### src/design/odrp_pkg.sv
package odrp_pkg;

    localparam int ENTRY_W = 25;

    localparam logic OP_BYTE  = 1'b0;
    localparam logic OP_CLEAR = 1'b1;

    localparam logic [1:0] EV_CODE_ADDED   = 2'd0;
    localparam logic [1:0] EV_MILEAGE      = 2'd1;
    localparam logic [1:0] EV_VIN_CHAR     = 2'd2;
    localparam logic [1:0] EV_VIN_COMPLETE = 2'd3;

    localparam logic KIND_OBD = 1'b0;
    localparam logic KIND_UDS = 1'b1;

    localparam logic [7:0] SVC_OBD_DATA    = 8'h41;
    localparam logic [7:0] SVC_OBD_DTC     = 8'h43;
    localparam logic [7:0] SVC_VEH_INFO    = 8'h49;
    localparam logic [7:0] SVC_UDS_DTC     = 8'h19;
    localparam logic [7:0] SVC_POS_OFFSET  = 8'h40;
    localparam logic [7:0] PID_ODOMETER    = 8'hA6;
    localparam logic [7:0] INFO_VIN        = 8'h02;
    localparam logic [7:0] UDS_DTC_BY_MASK = 8'h02;
    localparam logic [7:0] VIN_CHAR_LO     = 8'h20;
    localparam logic [7:0] VIN_CHAR_HI     = 8'h7E;

    typedef struct packed {
        logic       op;
        logic [7:0] payload_byte;
        logic       end_of_message;
    } req_t;

    typedef struct packed {
        logic [1:0]  event_res;
        logic        code_kind;
        logic [23:0] code_value;
        logic [5:0]  code_total;
        logic [28:0] mileage_value;
        logic [4:0]  vin_position;
        logic [6:0]  vin_character;
        logic [4:0]  vin_count;
        logic        run_last;
    } res_t;

    typedef struct packed {
        logic               valid;
        logic               hit;
        logic [ENTRY_W-1:0] entry;
    } probe_t;

endpackage

### src/design/odrp_chan_if.sv
interface odrp_chan_if #(
    parameter type payload_t = logic [7:0]
) ();
    logic     valid;
    logic     ready;
    payload_t payload;

    modport source (output valid, output payload, input ready);
    modport sink   (input valid, input payload, output ready);
endinterface

### src/design/odrp_cell.sv
module odrp_cell (
    input  logic                         clk,
    input  logic                         rst_n,
    input  logic                         active,
    input  logic                         wr_en,
    input  logic [odrp_pkg::ENTRY_W-1:0] wr_entry,
    input  odrp_pkg::probe_t             probe_in,
    output odrp_pkg::probe_t             probe_out
);
    import odrp_pkg::*;

    logic [ENTRY_W-1:0] entry_reg;
    probe_t             probe_reg;
    probe_t             probe_next;

    always_comb
    begin
        probe_next       = probe_in;
        probe_next.hit   = probe_in.hit | (active && (entry_reg == probe_in.entry));
    end

    always_ff @(posedge clk)
    begin
        if (wr_en)
        begin
            entry_reg <= wr_entry;
        end
    end

    always_ff @(posedge clk or negedge rst_n)
    begin
        if (!rst_n)
        begin
            probe_reg <= '0;
        end
        else
        begin
            probe_reg <= probe_next;
        end
    end

    assign probe_out = probe_reg;
endmodule

### src/design/odrp_div10.sv
module odrp_div10 (
    input  logic        clk,
    input  logic        rst_n,
    input  logic        start,
    input  logic [31:0] dividend,
    output logic        done,
    output logic [28:0] quotient
);
    localparam logic [31:0] RECIP = 32'hCCCC_CCCD;
    localparam int          SHIFT = 35;

    logic        go_reg,    go_next;
    logic        done_reg,  done_next;
    logic [31:0] x_reg,     x_next;
    logic [63:0] prod_reg,  prod_next;

    always_comb
    begin
        go_next   = start;
        done_next = go_reg;
        x_next    = start ? dividend : x_reg;
        prod_next = go_reg ? (64'(x_reg) * 64'(RECIP)) : prod_reg;
    end

    always_ff @(posedge clk or negedge rst_n)
    begin
        if (!rst_n)
        begin
            go_reg   <= 1'b0;
            done_reg <= 1'b0;
            x_reg    <= '0;
            prod_reg <= '0;
        end
        else
        begin
            go_reg   <= go_next;
            done_reg <= done_next;
            x_reg    <= x_next;
            prod_reg <= prod_next;
        end
    end

    assign done     = done_reg;
    assign quotient = prod_reg[SHIFT +: 29];
endmodule

### src/design/obd_diag_response_parser_top.sv
// Diagnostic response parser: takes one reassembled response byte per request, with an
// end-of-message mark, or a clear request that empties the stored trouble code list. OBD
// 0x43 replies yield two-byte codes until a 00 00 pair, UDS 0x59/0x02 replies yield
// three-byte codes from four-byte records, 0x41 A6 sets the mileage to raw/10 and 0x49 02
// yields up to VIN_MAX_CHARS printable characters and a completion result. A new code walks
// a row of MAX_CODES compare cells, one cell per cycle; the last odometer byte goes to the
// divide-by-ten unit, a registered multiply by a fixed reciprocal. Results leave through an
// output register, so the next request is taken while a result still waits there.
module obd_diag_response_parser_top #(
    parameter int MAX_CODES         = 32,
    parameter int VIN_MAX_CHARS     = 19,
    parameter int MAX_MESSAGE_BYTES = 256
) (
    input  logic        clk,
    input  logic        rst_n,
    odrp_chan_if.sink   request,
    odrp_chan_if.source result
);
    import odrp_pkg::*;

    localparam int POS_W = $clog2(MAX_MESSAGE_BYTES + 1);
    localparam int CNT_W = $clog2(MAX_CODES + 1);
    localparam int VL_W  = $clog2(VIN_MAX_CHARS + 1);

    typedef enum logic [1:0] {S_IDLE, S_SCAN, S_DIV} state_t;

    state_t             state_reg,     state_next;
    logic [POS_W-1:0]   pos_reg,       pos_next;
    logic [7:0]         svc_reg,       svc_next;
    logic [7:0]         sb_reg,        sb_next;
    logic               ps_reg,        ps_next;
    logic [23:0]        rh_reg,        rh_next;
    logic [23:0]        oh_reg,        oh_next;
    logic [28:0]        mil_reg,       mil_next;
    logic [CNT_W-1:0]   cnt_reg,       cnt_next;
    logic [VL_W-1:0]    vl_reg,        vl_next;
    res_t               pend_reg [2];
    res_t               pend_next [2];
    logic [1:0]         pend_cnt_reg,  pend_cnt_next;
    res_t               out_reg,       out_next;
    logic               out_valid_reg, out_valid_next;

    logic               req_fire;
    logic               pos_zero;
    logic               in_range;
    logic [7:0]         b;
    logic [7:0]         svc_eff;
    logic [7:0]         sb_eff;
    logic               ps_eff;
    logic [23:0]        rh_eff;
    logic [23:0]        oh_eff;
    logic [VL_W-1:0]    vl_eff;
    logic [VL_W-1:0]    vl_inc;
    logic [15:0]        pair;
    logic [1:0]         phase;
    logic               is_obd, is_uds, is_odo, is_vin;
    logic               printable;
    logic               vin_char, vin_done;
    logic [CNT_W-1:0]   cnt_inc;
    logic               code_add;
    res_t               char_res, done_res;

    probe_t             chain [MAX_CODES + 1];
    probe_t             probe_head;
    probe_t             chain_out;
    logic [MAX_CODES-1:0] cell_active;
    logic [MAX_CODES-1:0] cell_we;
    logic               div_start;
    logic               div_done;
    logic [28:0]        div_quot;

    function automatic res_t mk_res(
        input logic [1:0]  ev,
        input logic        kind,
        input logic [23:0] value,
        input logic [5:0]  total,
        input logic [28:0] mil,
        input logic [4:0]  vpos,
        input logic [6:0]  vch,
        input logic [4:0]  vcnt,
        input logic        last
    );
        res_t r;
        r.event_res     = ev;
        r.code_kind     = kind;
        r.code_value    = value;
        r.code_total    = total;
        r.mileage_value = mil;
        r.vin_position  = vpos;
        r.vin_character = vch;
        r.vin_count     = vcnt;
        r.run_last      = last;
        return r;
    endfunction

    assign request.ready = (state_reg == S_IDLE) && (pend_cnt_reg == 2'd0);
    assign req_fire      = request.valid && request.ready;
    assign result.valid  = out_valid_reg;
    assign result.payload = out_reg;

    assign b        = request.payload.payload_byte;
    assign pos_zero = pos_reg == '0;
    assign in_range = pos_reg < POS_W'(MAX_MESSAGE_BYTES);
    assign svc_eff  = pos_zero ? b : svc_reg;
    assign sb_eff   = pos_zero ? 8'd0 : ((pos_reg == POS_W'(1)) ? b : sb_reg);
    assign ps_eff   = pos_zero ? 1'b0 : ps_reg;
    assign rh_eff   = pos_zero ? 24'd0 : rh_reg;
    assign oh_eff   = pos_zero ? 24'd0 : oh_reg;
    assign vl_eff   = pos_zero ? '0 : vl_reg;
    assign vl_inc   = vl_eff + VL_W'(1);
    assign pair     = {rh_eff[7:0], b};
    assign phase    = pos_reg[1:0] - 2'd3;
    assign cnt_inc  = cnt_reg + CNT_W'(1);

    assign is_obd = svc_eff == SVC_OBD_DTC;
    assign is_uds = (svc_eff == (SVC_UDS_DTC + SVC_POS_OFFSET)) && (sb_eff == UDS_DTC_BY_MASK);
    assign is_odo = (svc_eff == SVC_OBD_DATA) && (sb_eff == PID_ODOMETER);
    assign is_vin = (svc_eff == SVC_VEH_INFO) && (sb_eff == INFO_VIN);
    assign printable = (b > VIN_CHAR_LO) && (b <= VIN_CHAR_HI);

    assign vin_char = in_range && is_vin && (pos_reg >= POS_W'(3))
                      && (vl_eff < VL_W'(VIN_MAX_CHARS)) && printable;
    assign vin_done = request.payload.end_of_message && is_vin && (pos_reg >= POS_W'(2));

    assign chain[0]  = probe_head;
    assign chain_out = chain[MAX_CODES];
    assign code_add  = (state_reg == S_SCAN) && chain_out.valid && !chain_out.hit
                       && (cnt_reg < CNT_W'(MAX_CODES));

    genvar gi;
    generate
        for (gi = 0; gi < MAX_CODES; gi++)
        begin : g_cell
            assign cell_active[gi] = CNT_W'(gi) < cnt_reg;
            assign cell_we[gi]     = code_add && (cnt_reg == CNT_W'(gi));
            odrp_cell u_cell (
                .clk       (clk),
                .rst_n     (rst_n),
                .active    (cell_active[gi]),
                .wr_en     (cell_we[gi]),
                .wr_entry  (chain_out.entry),
                .probe_in  (chain[gi]),
                .probe_out (chain[gi+1])
            );
        end
    endgenerate

    odrp_div10 u_div10 (
        .clk      (clk),
        .rst_n    (rst_n),
        .start    (div_start),
        .dividend ({oh_eff, b}),
        .done     (div_done),
        .quotient (div_quot)
    );

    always_comb
    begin
        char_res = mk_res(EV_VIN_CHAR, KIND_OBD, 24'd0, 6'(cnt_reg), 29'd0, 5'(vl_eff),
                          b[6:0], 5'(vl_inc), !vin_done);
        done_res = mk_res(EV_VIN_COMPLETE, KIND_OBD, 24'd0, 6'(cnt_reg), 29'd0, 5'd0,
                          7'd0, vin_char ? 5'(vl_inc) : 5'(vl_eff), 1'b1);
    end

    always_comb
    begin
        state_next     = state_reg;
        pos_next       = pos_reg;
        svc_next       = svc_reg;
        sb_next        = sb_reg;
        ps_next        = ps_reg;
        rh_next        = rh_reg;
        oh_next        = oh_reg;
        mil_next       = mil_reg;
        cnt_next       = cnt_reg;
        vl_next        = vl_reg;
        pend_next[0]   = pend_reg[0];
        pend_next[1]   = pend_reg[1];
        pend_cnt_next  = pend_cnt_reg;
        out_next       = out_reg;
        out_valid_next = out_valid_reg;
        probe_head     = '0;
        div_start      = 1'b0;

        // drain pending results into the output register
        if (pend_cnt_reg != 2'd0 && (!out_valid_reg || result.ready))
        begin
            out_next       = pend_reg[0];
            out_valid_next = 1'b1;
            pend_next[0]   = pend_reg[1];
            pend_cnt_next  = pend_cnt_reg - 2'd1;
        end
        else if (result.ready)
        begin
            out_valid_next = 1'b0;
        end

        unique case (state_reg)
            S_IDLE:
            begin
                if (req_fire)
                begin
                    if (request.payload.op == OP_CLEAR)
                    begin
                        cnt_next = '0;
                    end
                    else
                    begin
                        if (in_range)
                        begin
                            svc_next = svc_eff;
                            sb_next  = sb_eff;
                            ps_next  = ps_eff;
                            rh_next  = rh_eff;
                            oh_next  = oh_eff;
                            vl_next  = vin_char ? vl_inc : vl_eff;
                            pos_next = pos_reg + POS_W'(1);
                            if (is_obd && !pos_zero && !ps_eff)
                            begin
                                if (pos_reg[0])
                                begin
                                    rh_next = {16'd0, b};
                                end
                                else if (pair == 16'd0)
                                begin
                                    ps_next = 1'b1;
                                end
                                else
                                begin
                                    probe_head.valid = 1'b1;
                                    probe_head.entry = {KIND_OBD, 8'd0, pair};
                                    state_next       = S_SCAN;
                                end
                            end
                            if (is_uds && pos_reg >= POS_W'(3))
                            begin
                                if (phase != 2'd3)
                                begin
                                    rh_next = {rh_eff[15:0], b};
                                end
                                else
                                begin
                                    probe_head.valid = 1'b1;
                                    probe_head.entry = {KIND_UDS, rh_eff};
                                    state_next       = S_SCAN;
                                end
                            end
                            if (is_odo && pos_reg >= POS_W'(2) && pos_reg <= POS_W'(5))
                            begin
                                if (pos_reg < POS_W'(5))
                                begin
                                    oh_next = {oh_eff[15:0], b};
                                end
                                else
                                begin
                                    div_start  = 1'b1;
                                    state_next = S_DIV;
                                end
                            end
                        end
                        if (request.payload.end_of_message)
                        begin
                            pos_next = '0;
                        end
                        priority if (vin_char && vin_done)
                        begin
                            pend_next[0]  = char_res;
                            pend_next[1]  = done_res;
                            pend_cnt_next = 2'd2;
                        end
                        else if (vin_char)
                        begin
                            pend_next[0]  = char_res;
                            pend_cnt_next = 2'd1;
                        end
                        else if (vin_done)
                        begin
                            pend_next[0]  = done_res;
                            pend_cnt_next = 2'd1;
                        end
                        else
                        begin
                            pend_cnt_next = pend_cnt_reg;
                        end
                    end
                end
            end
            S_SCAN:
            begin
                if (chain_out.valid)
                begin
                    state_next = S_IDLE;
                    if (code_add)
                    begin
                        cnt_next      = cnt_inc;
                        pend_next[0]  = mk_res(EV_CODE_ADDED, chain_out.entry[24],
                                               chain_out.entry[23:0], 6'(cnt_inc), 29'd0,
                                               5'd0, 7'd0, 5'd0, 1'b1);
                        pend_cnt_next = 2'd1;
                    end
                end
            end
            S_DIV:
            begin
                if (div_done)
                begin
                    state_next    = S_IDLE;
                    mil_next      = div_quot;
                    pend_next[0]  = mk_res(EV_MILEAGE, KIND_OBD, 24'd0, 6'(cnt_reg), div_quot,
                                           5'd0, 7'd0, 5'd0, 1'b1);
                    pend_cnt_next = 2'd1;
                end
            end
            default:
            begin
                state_next = S_IDLE;
            end
        endcase
    end

    always_ff @(posedge clk or negedge rst_n)
    begin
        if (!rst_n)
        begin
            state_reg     <= S_IDLE;
            pos_reg       <= '0;
            svc_reg       <= '0;
            sb_reg        <= '0;
            ps_reg        <= 1'b0;
            rh_reg        <= '0;
            oh_reg        <= '0;
            mil_reg       <= '0;
            cnt_reg       <= '0;
            vl_reg        <= '0;
            pend_reg[0]   <= '0;
            pend_reg[1]   <= '0;
            pend_cnt_reg  <= 2'd0;
            out_reg       <= '0;
            out_valid_reg <= 1'b0;
        end
        else
        begin
            state_reg     <= state_next;
            pos_reg       <= pos_next;
            svc_reg       <= svc_next;
            sb_reg        <= sb_next;
            ps_reg        <= ps_next;
            rh_reg        <= rh_next;
            oh_reg        <= oh_next;
            mil_reg       <= mil_next;
            cnt_reg       <= cnt_next;
            vl_reg        <= vl_next;
            pend_reg[0]   <= pend_next[0];
            pend_reg[1]   <= pend_next[1];
            pend_cnt_reg  <= pend_cnt_next;
            out_reg       <= out_next;
            out_valid_reg <= out_valid_next;
        end
    end

    a_count_bound: assert property (@(posedge clk) disable iff (!rst_n)
        cnt_reg <= CNT_W'(MAX_CODES))
        else $error("code count beyond list size");

    a_div_only_in_div: assert property (@(posedge clk) disable iff (!rst_n)
        div_done |-> state_reg == S_DIV)
        else $error("divider finished outside its state");

    a_probe_only_in_scan: assert property (@(posedge clk) disable iff (!rst_n)
        chain_out.valid |-> state_reg == S_SCAN)
        else $error("probe left the cell row outside a scan");

    a_pending_in_idle: assert property (@(posedge clk) disable iff (!rst_n)
        pend_cnt_reg != 2'd0 |-> state_reg == S_IDLE && pend_cnt_reg != 2'd3)
        else $error("pending results while busy");

    a_eom_rewinds: assert property (@(posedge clk) disable iff (!rst_n)
        req_fire && request.payload.op == OP_BYTE && request.payload.end_of_message
        |=> pos_reg == '0)
        else $error("end of message did not rewind the byte position");
endmodule

### src/flat_wrapper.sv
// flat-port wrapper written by rule: the top's interface ports become plain ports
module obd_diag_response_parser_top_flat import odrp_pkg::*;
#(
    parameter int MAX_CODES         = 32,
    parameter int VIN_MAX_CHARS     = 19,
    parameter int MAX_MESSAGE_BYTES = 256
)
  (clk, rst_n, request_valid, request_payload, request_ready, result_valid, result_payload, result_ready);
  odrp_chan_if #(.payload_t(req_t)) request_i ();
  odrp_chan_if #(.payload_t(res_t)) result_i ();
  input  logic clk;
  input  logic rst_n;
  input wire logic [$bits(request_i.valid)-1:0] request_valid;
  input wire logic [$bits(request_i.payload)-1:0] request_payload;
  output wire logic [$bits(request_i.ready)-1:0] request_ready;
  output wire logic [$bits(result_i.valid)-1:0] result_valid;
  output wire logic [$bits(result_i.payload)-1:0] result_payload;
  input wire logic [$bits(result_i.ready)-1:0] result_ready;
  assign request_i.valid = request_valid;
  assign request_i.payload = request_payload;
  assign request_ready = request_i.ready;
  assign result_valid = result_i.valid;
  assign result_payload = result_i.payload;
  assign result_i.ready = result_ready;
  obd_diag_response_parser_top #(.MAX_CODES(MAX_CODES), .VIN_MAX_CHARS(VIN_MAX_CHARS), .MAX_MESSAGE_BYTES(MAX_MESSAGE_BYTES)) u_core (.clk(clk), .rst_n(rst_n), .request(request_i), .result(result_i));
endmodule
### config.mk
export PLATFORM = sky130hd
export DESIGN_NAME = obd_diag_response_parser_top_flat
export DESIGN_NICKNAME = d
export VERILOG_FILES = /design/src/design/odrp_pkg.sv /design/src/design/odrp_chan_if.sv /design/src/design/odrp_cell.sv /design/src/design/odrp_div10.sv /design/src/design/obd_diag_response_parser_top.sv /design/src/flat_wrapper.sv
export SDC_FILE = /design/constraint.sdc
export NUM_CORES = 2
export LEC_CHECK = 0
export ABC_AREA = 1
export BUFFER_PORTS_ARGS = -buffer_cell sky130_fd_sc_hd__buf_2
export CELL_PAD_IN_SITES_DETAIL_PLACEMENT = 0
export CELL_PAD_IN_SITES_GLOBAL_PLACEMENT = 2
export CORE_ASPECT_RATIO = 0.6
export CORE_MARGIN = 4
export CORE_UTILIZATION = 46
export CTS_BUF_LIST = sky130_fd_sc_hd__clkbuf_4
export CTS_CLUSTER_SIZE = 14
export DETAILED_ROUTE_END_ITERATION = 16
export GPL_TIMING_DRIVEN = 1
export PLACE_DENSITY_LB_ADDON = 0.1
export SLEW_MARGIN = 30
export SYNTH_ARGS = -nofsm -noshare
export SYNTH_HDL_FRONTEND = slang
export SYNTH_SLANG_ARGS = --single-unit
export TNS_END_PERCENT = 1
### constraint.sdc
create_clock -name clk -period 8.3 [get_ports clk]
set_input_delay 0.415 -clock clk [delete_from_list [all_inputs] [get_ports clk]]
set_output_delay 0.415 -clock clk [all_outputs]
set_load 0.1 [all_outputs]
Word level (Yosys, flattened, before mapping)
Cells that the tools add are included.
Storage, ports and cells
  register bits after elaboration: 2025
  bits of input ports: 14
  logic and storage cells: 515
Operators by class
  add/subtract/negate cells: 5
  multiply operators: 1
  $lt $le $gt $ge: 41
  equal/unequal tests: 81
  multiplexer cells: 84
  bitwise gates (word level): 32
  reductions and logical operators: 106
Operators by type and width (number)
  $eq A25 B25 Y1: 32
  $mux W80: 8
  $mux W160: 2
  $pmux W80 S3: 1
  $mux W25: 8
  $mux W24: 8
  $eq A6 B5 Y1 const B: 16
  $lt A5 B6 Y1 const A: 16
  $logic_and A1 B1 Y1: 86
  $mul A32 B32 Y64 const B: 1
  $eq A6 B4 Y1 const B: 8
  $lt A4 B6 Y1 const A: 8
  $mux W2: 21
  $eq A8 B7 Y1 const B: 4
  $or A1 B1 Y1: 31
  $eq A6 B3 Y1 const B: 4
  $lt A3 B6 Y1 const A: 4
  $mux W6: 4
  $mux W8: 3
  $mux W1: 21
  $ge A9 B2 Y1 const B: 2
  $mux W9: 2
  $logic_not A16 Y1: 1
  $mux W16: 1
  36 further kinds: 58

Longest topological paths before layout
  word-level depth: 16
  gate-level depth with buffers: 33

By module
Synthesis repeated with hierarchy kept, for this count alone.
Second synthesis, totals
  cells, all modules: 9677
  area, all modules: 95355.2 um^2
Modules (own cells, without submodules)
  odrp_cell: times used 32, cells an instance 161, area an instance 1874.3 um^2, sequential area each 1426.4 um^2
  odrp_div10: times used 1, cells an instance 2484, area an instance 20957.6 um^2, sequential area each 1576.5 um^2
  obd_diag_response_parser_top: times used 1, cells an instance 2041, area an instance 14420.1 um^2, sequential area each 6556.3 um^2

Worst setup path before layout
OpenSTA, ideal clock, no wires.
  kind: reg2reg
  start: register u_core.u_div10.x_reg[18]
  end: register u_core.u_div10.prod_reg[57]
  setup time: 0.126 ns
  data arrival time: 6.028 ns
  data required time: 8.174 ns
  path slack: 2.145 ns
  stages on the path, launching flop included: 30
  path buffers: 0
  cell sequence: dfrtp_1 -> ha_1 -> inv_1 -> fa_1 -> inv_1 -> fa_1 -> inv_1 -> fa_1 -> inv_1 -> fa_1 -> fa_1 -> fa_1 -> inv_1 -> fa_1 -> inv_1 -> ha_1 -> nand2_1 -> nor2_1 -> inv_1 -> nor2_1 -> and3_1 -> nand3_1 -> nand3_1 -> a21o_1 -> nand2_1 -> nand2_1 -> a21oi_1 -> nand2_1 -> nand2_1 -> o21ai_0
Between the ends
  cells in the longest elaborated chain, start to end: 1
RTL lines
  from (decl): RTL line odrp_div10.sv:14  | logic [31:0] x_reg, x_next;
  from (signal assigned): RTL line odrp_div10.sv:38  | x_reg <= x_next;
  $mul A32 B32 Y64: RTL line odrp_div10.sv:22  | prod_next = go_reg ? (64'(x_reg) * 64'(RECIP)) : prod_reg;
  to (signal assigned): RTL line odrp_div10.sv:39  | prod_reg <= prod_next;
  to (decl): RTL line odrp_div10.sv:15  | logic [63:0] prod_reg, prod_next;
Every way passes these cells.
A chain may end at the register's enable or synchronous reset.

Worst setup path after layout
  start: register u_core.u_div10.x_reg[24]
  end: register u_core.u_div10.prod_reg[56]
Same word-level chain as after synthesis.

==> out/metrics.cfg <==
[status]
outcome = completed

[worst_setup_path]
critPathLaunchType = flip-flop
required_ns = 9.39
worstSetupPathType = flip-flop to flip-flop
r2r_setup_slack_ns = 0.43
ff2ff_path_depth = 22
rr_endpoint = u_core.u_div10.prod_reg[56]
crit_fanout = 6
cp-end-kind = flip-flop
crit_path_start = u_core.u_div10.x_reg[24]
r2r-start = u_core.u_div10.x_reg[24]
endpoint = u_core.u_div10.prod_reg[56]
worstPathArrival_ns = 8.96

[synth]
synth_most_common_cell = dfrtp_1
synth_largest_area_cell = dfrtp_1
synth.area.top_cells = dfrtp_1 (33%), edfxtp_1 (27%), fa_1 (8.6%)
syn_avg_cell_area_um2 = 12.4
ys.flop_type = dfrtp_1
synth_area_um2 = 89900
syn_nets = 8009
synthArstFlopShare_pct = 59.8
synth-edff-count = 800
yosysWarnings = 0
ys_types = 66
synth_cells = 7255
synth_top_cell_area_share_pct = 33.1
yosysSeqAreaShare_pct = 59.8
yosys-top-cells-count = dfrtp_1 (1,189), inv_1 (1,038), nand2_1 (899), edfxtp_1 (800), xor2_1 (425)
ys_ff_latch = 1989

[min_path]
hold_class = input pin to flip-flop

[cells_and_area]
seq_area_um2 = 53800
fillers = 17163
drive_gt1_share_pct = 14.2
fin_nets = 8553
multiInputGateArea_um2 = 31800
final_util_pct = 51.8
stdcell_area_um2 = 100000
instances_no_fill = 10796
syn_to_final_growth_pct = 11.7
largest_register_ffs = 864

[grt]
grt_overflow = 0
grt_pass1_vias = 55736
antenna_found_initial = 27
grt_max_degree = 165
grt_pass1_wl_mm = 402
grt_use_total_pct = 27.6

[timing]
worst_pin_slew_ns = 1.03
fin_crit_sh_pct = 94.8
setup_violations = 0
max_slew_margin_pct = 30.9
setup_ws_ns = 0.428
slew_viol_final = 0
hold_viol = 0
layout_min_cycle_time_ns = 7.87
grt_setup_unrepaired = no
fmax_mhz = 127
fin_skew_ns = 0.158
setup_tns_ns = 0

[place]
portBuffers = 95
dpl_worst_slack_ns = 0.647
dp_hpwl_mm = 207
placed_cell_area_um2 = 94000
placed_cells = 9923
gp_congestion = 0.972

[floorplanning]
initial_core_util_pct = 46.4
dieArea_um2 = 203000
core-area_um2 = 194000
ios = 96
row_count = 125
dieWidth_um = 579
die_h_um = 350

[detailed_routing]
drt-initial-drc-count = 5265
ant_nets = 0
drt-total-wl_mm = 277
drtPass1Iterations = 6
wl_per_cell_um = 25.7
drc_errors = 0
vias_per_cell = 5.15
vias = 55635

[clock_network]
tritoncts = yes
clk_latency_ns = 1.21
cts-root-buf = clkbuf_4
clkTransAtPathRegs_ns = 0.07
cts_sinks = 1989
cts_setup_buffers = 0
cts_buffers = 455
cts_buffer_depth = 4
cts_resized = 0
htreeDepth = 5

[pwr]
ir_worst_vdd_mv = 0.200
p_per_area_nw_per_um2 = 192
p_leak_nw = 45.1

[job]
maxCapViolCount = 0

## cells by family after synthesis
logic type,synth area share [%]
compound gates,5.58
buf+inv,5.05
xor+xnor,6.94
fa+ha+maj,13.5
simple gates,9.11
flops,59.8
## layout by cell type (no fill, tap or decap), types with 36 or more instances in the layout
master	synthesis	routed
ha_1	354	354
inv_1	1038	1034
edfxtp_1	800	800
nor3_1	42	36
or2_2	98	98
buf_4	5	90
buf_2	14	94
nand2_1	899	898
clkbuf_4	0	704
nand4_1	97	97
o31ai_1	36	36
clkinv_1	1	108
nand3_1	141	140
nor2_2	16	40
o21ai_0	333	333
a21oi_1	174	174
nor2_1	337	308
xor2_1	425	425
nor4_1	100	100
dfrtp_1	1189	1182
fa_1	386	386
xnor2_1	287	287
## report_power, final
group	internal [W]	switching, W	leakage (nW)
Sequential	0.0102	0.0000367	21.8
Combinational	0.000147	0.000841	19.6
Clock	0.00408	0.00391	3.60
Total	0.0145	0.00479	45.1
## metrics by stage
step / hold slack, ns / power (W)
global placement: 0.333 / 0.0115
finish: 0.209 / 0.0193
CTS: 0.0360 / 0.0195
global route: 0.0963 / 0.0202
detailed placement: 0.335 / 0.0115
floorplan: 0.119 / 0.0110
## critical path, cell delays in order (launching register included)
cell     delay (ns)
dfrtp_1        0.67
ha_1           0.47
inv_1          0.30
fa_1           0.60
inv_1          0.09
fa_1           0.51
inv_1          0.05
fa_1           0.50
inv_1          0.06
fa_1           0.49
fa_1           0.58
fa_1           0.46
ha_1           0.30
ha_1           0.47
nand2_1        0.14
nor2_1         0.22
nand2_1        0.11
nor4_1         0.58
nand3_1        0.16
nand3_1        0.34
a41oi_1        0.25
xor2_1         0.21
o21ai_0        0.20
## worst min path at each step
| stage | start | to | depth (start not counted) |
|---|---|---|---|
| global placement | u_core.g_cell[1].u_cell.probe_out[26] | u_core.g_cell[2].u_cell.probe_out[26] | 0 |
| finish | request_payload[7] | u_core.oh_reg[6] | 4 |
| detailed placement | u_core.g_cell[6].u_cell.probe_out[26] | u_core.g_cell[7].u_cell.probe_out[26] | 0 |
| global route | request_payload[7] | u_core.oh_reg[6] | 4 |
| CTS | request_payload[7] | u_core.oh_reg[6] | 4 |
| floorplan | rst_n | u_core.cnt_reg[0] | 0 |
## metal layers
metal | part of all wire, % | vias to the layer above | track usage [%]
met5 | 0.032 | - | 0
met4 | 1.2 | 12 | 4.51
met3 | 12 | 241 | 11.5
met2 | 33 | 1979 | 30.4
met1 | 54 | 28068 | 48.1
li1 | - | 25335 | -
## layout make-up
type | count | share of cell area (%)
antenna | 9 | 0.0224
clock buffer | 704 | 5.26
clock inverter | 138 | 0.756
inverter | 1048 | 3.93
multi-input combinational | 4090 | 31.6
sequential | 1989 | 53.6
tap | 2603 | 3.24
timing repair buffer | 215 | 1.59
## repair_timing
item | CTS | global route
endpoints found under the setup margin | 0 | 0
hold buffers | 19 | 0
endpoints found under the hold margin | 479 | 0
(Power assumes the default switching activity.)
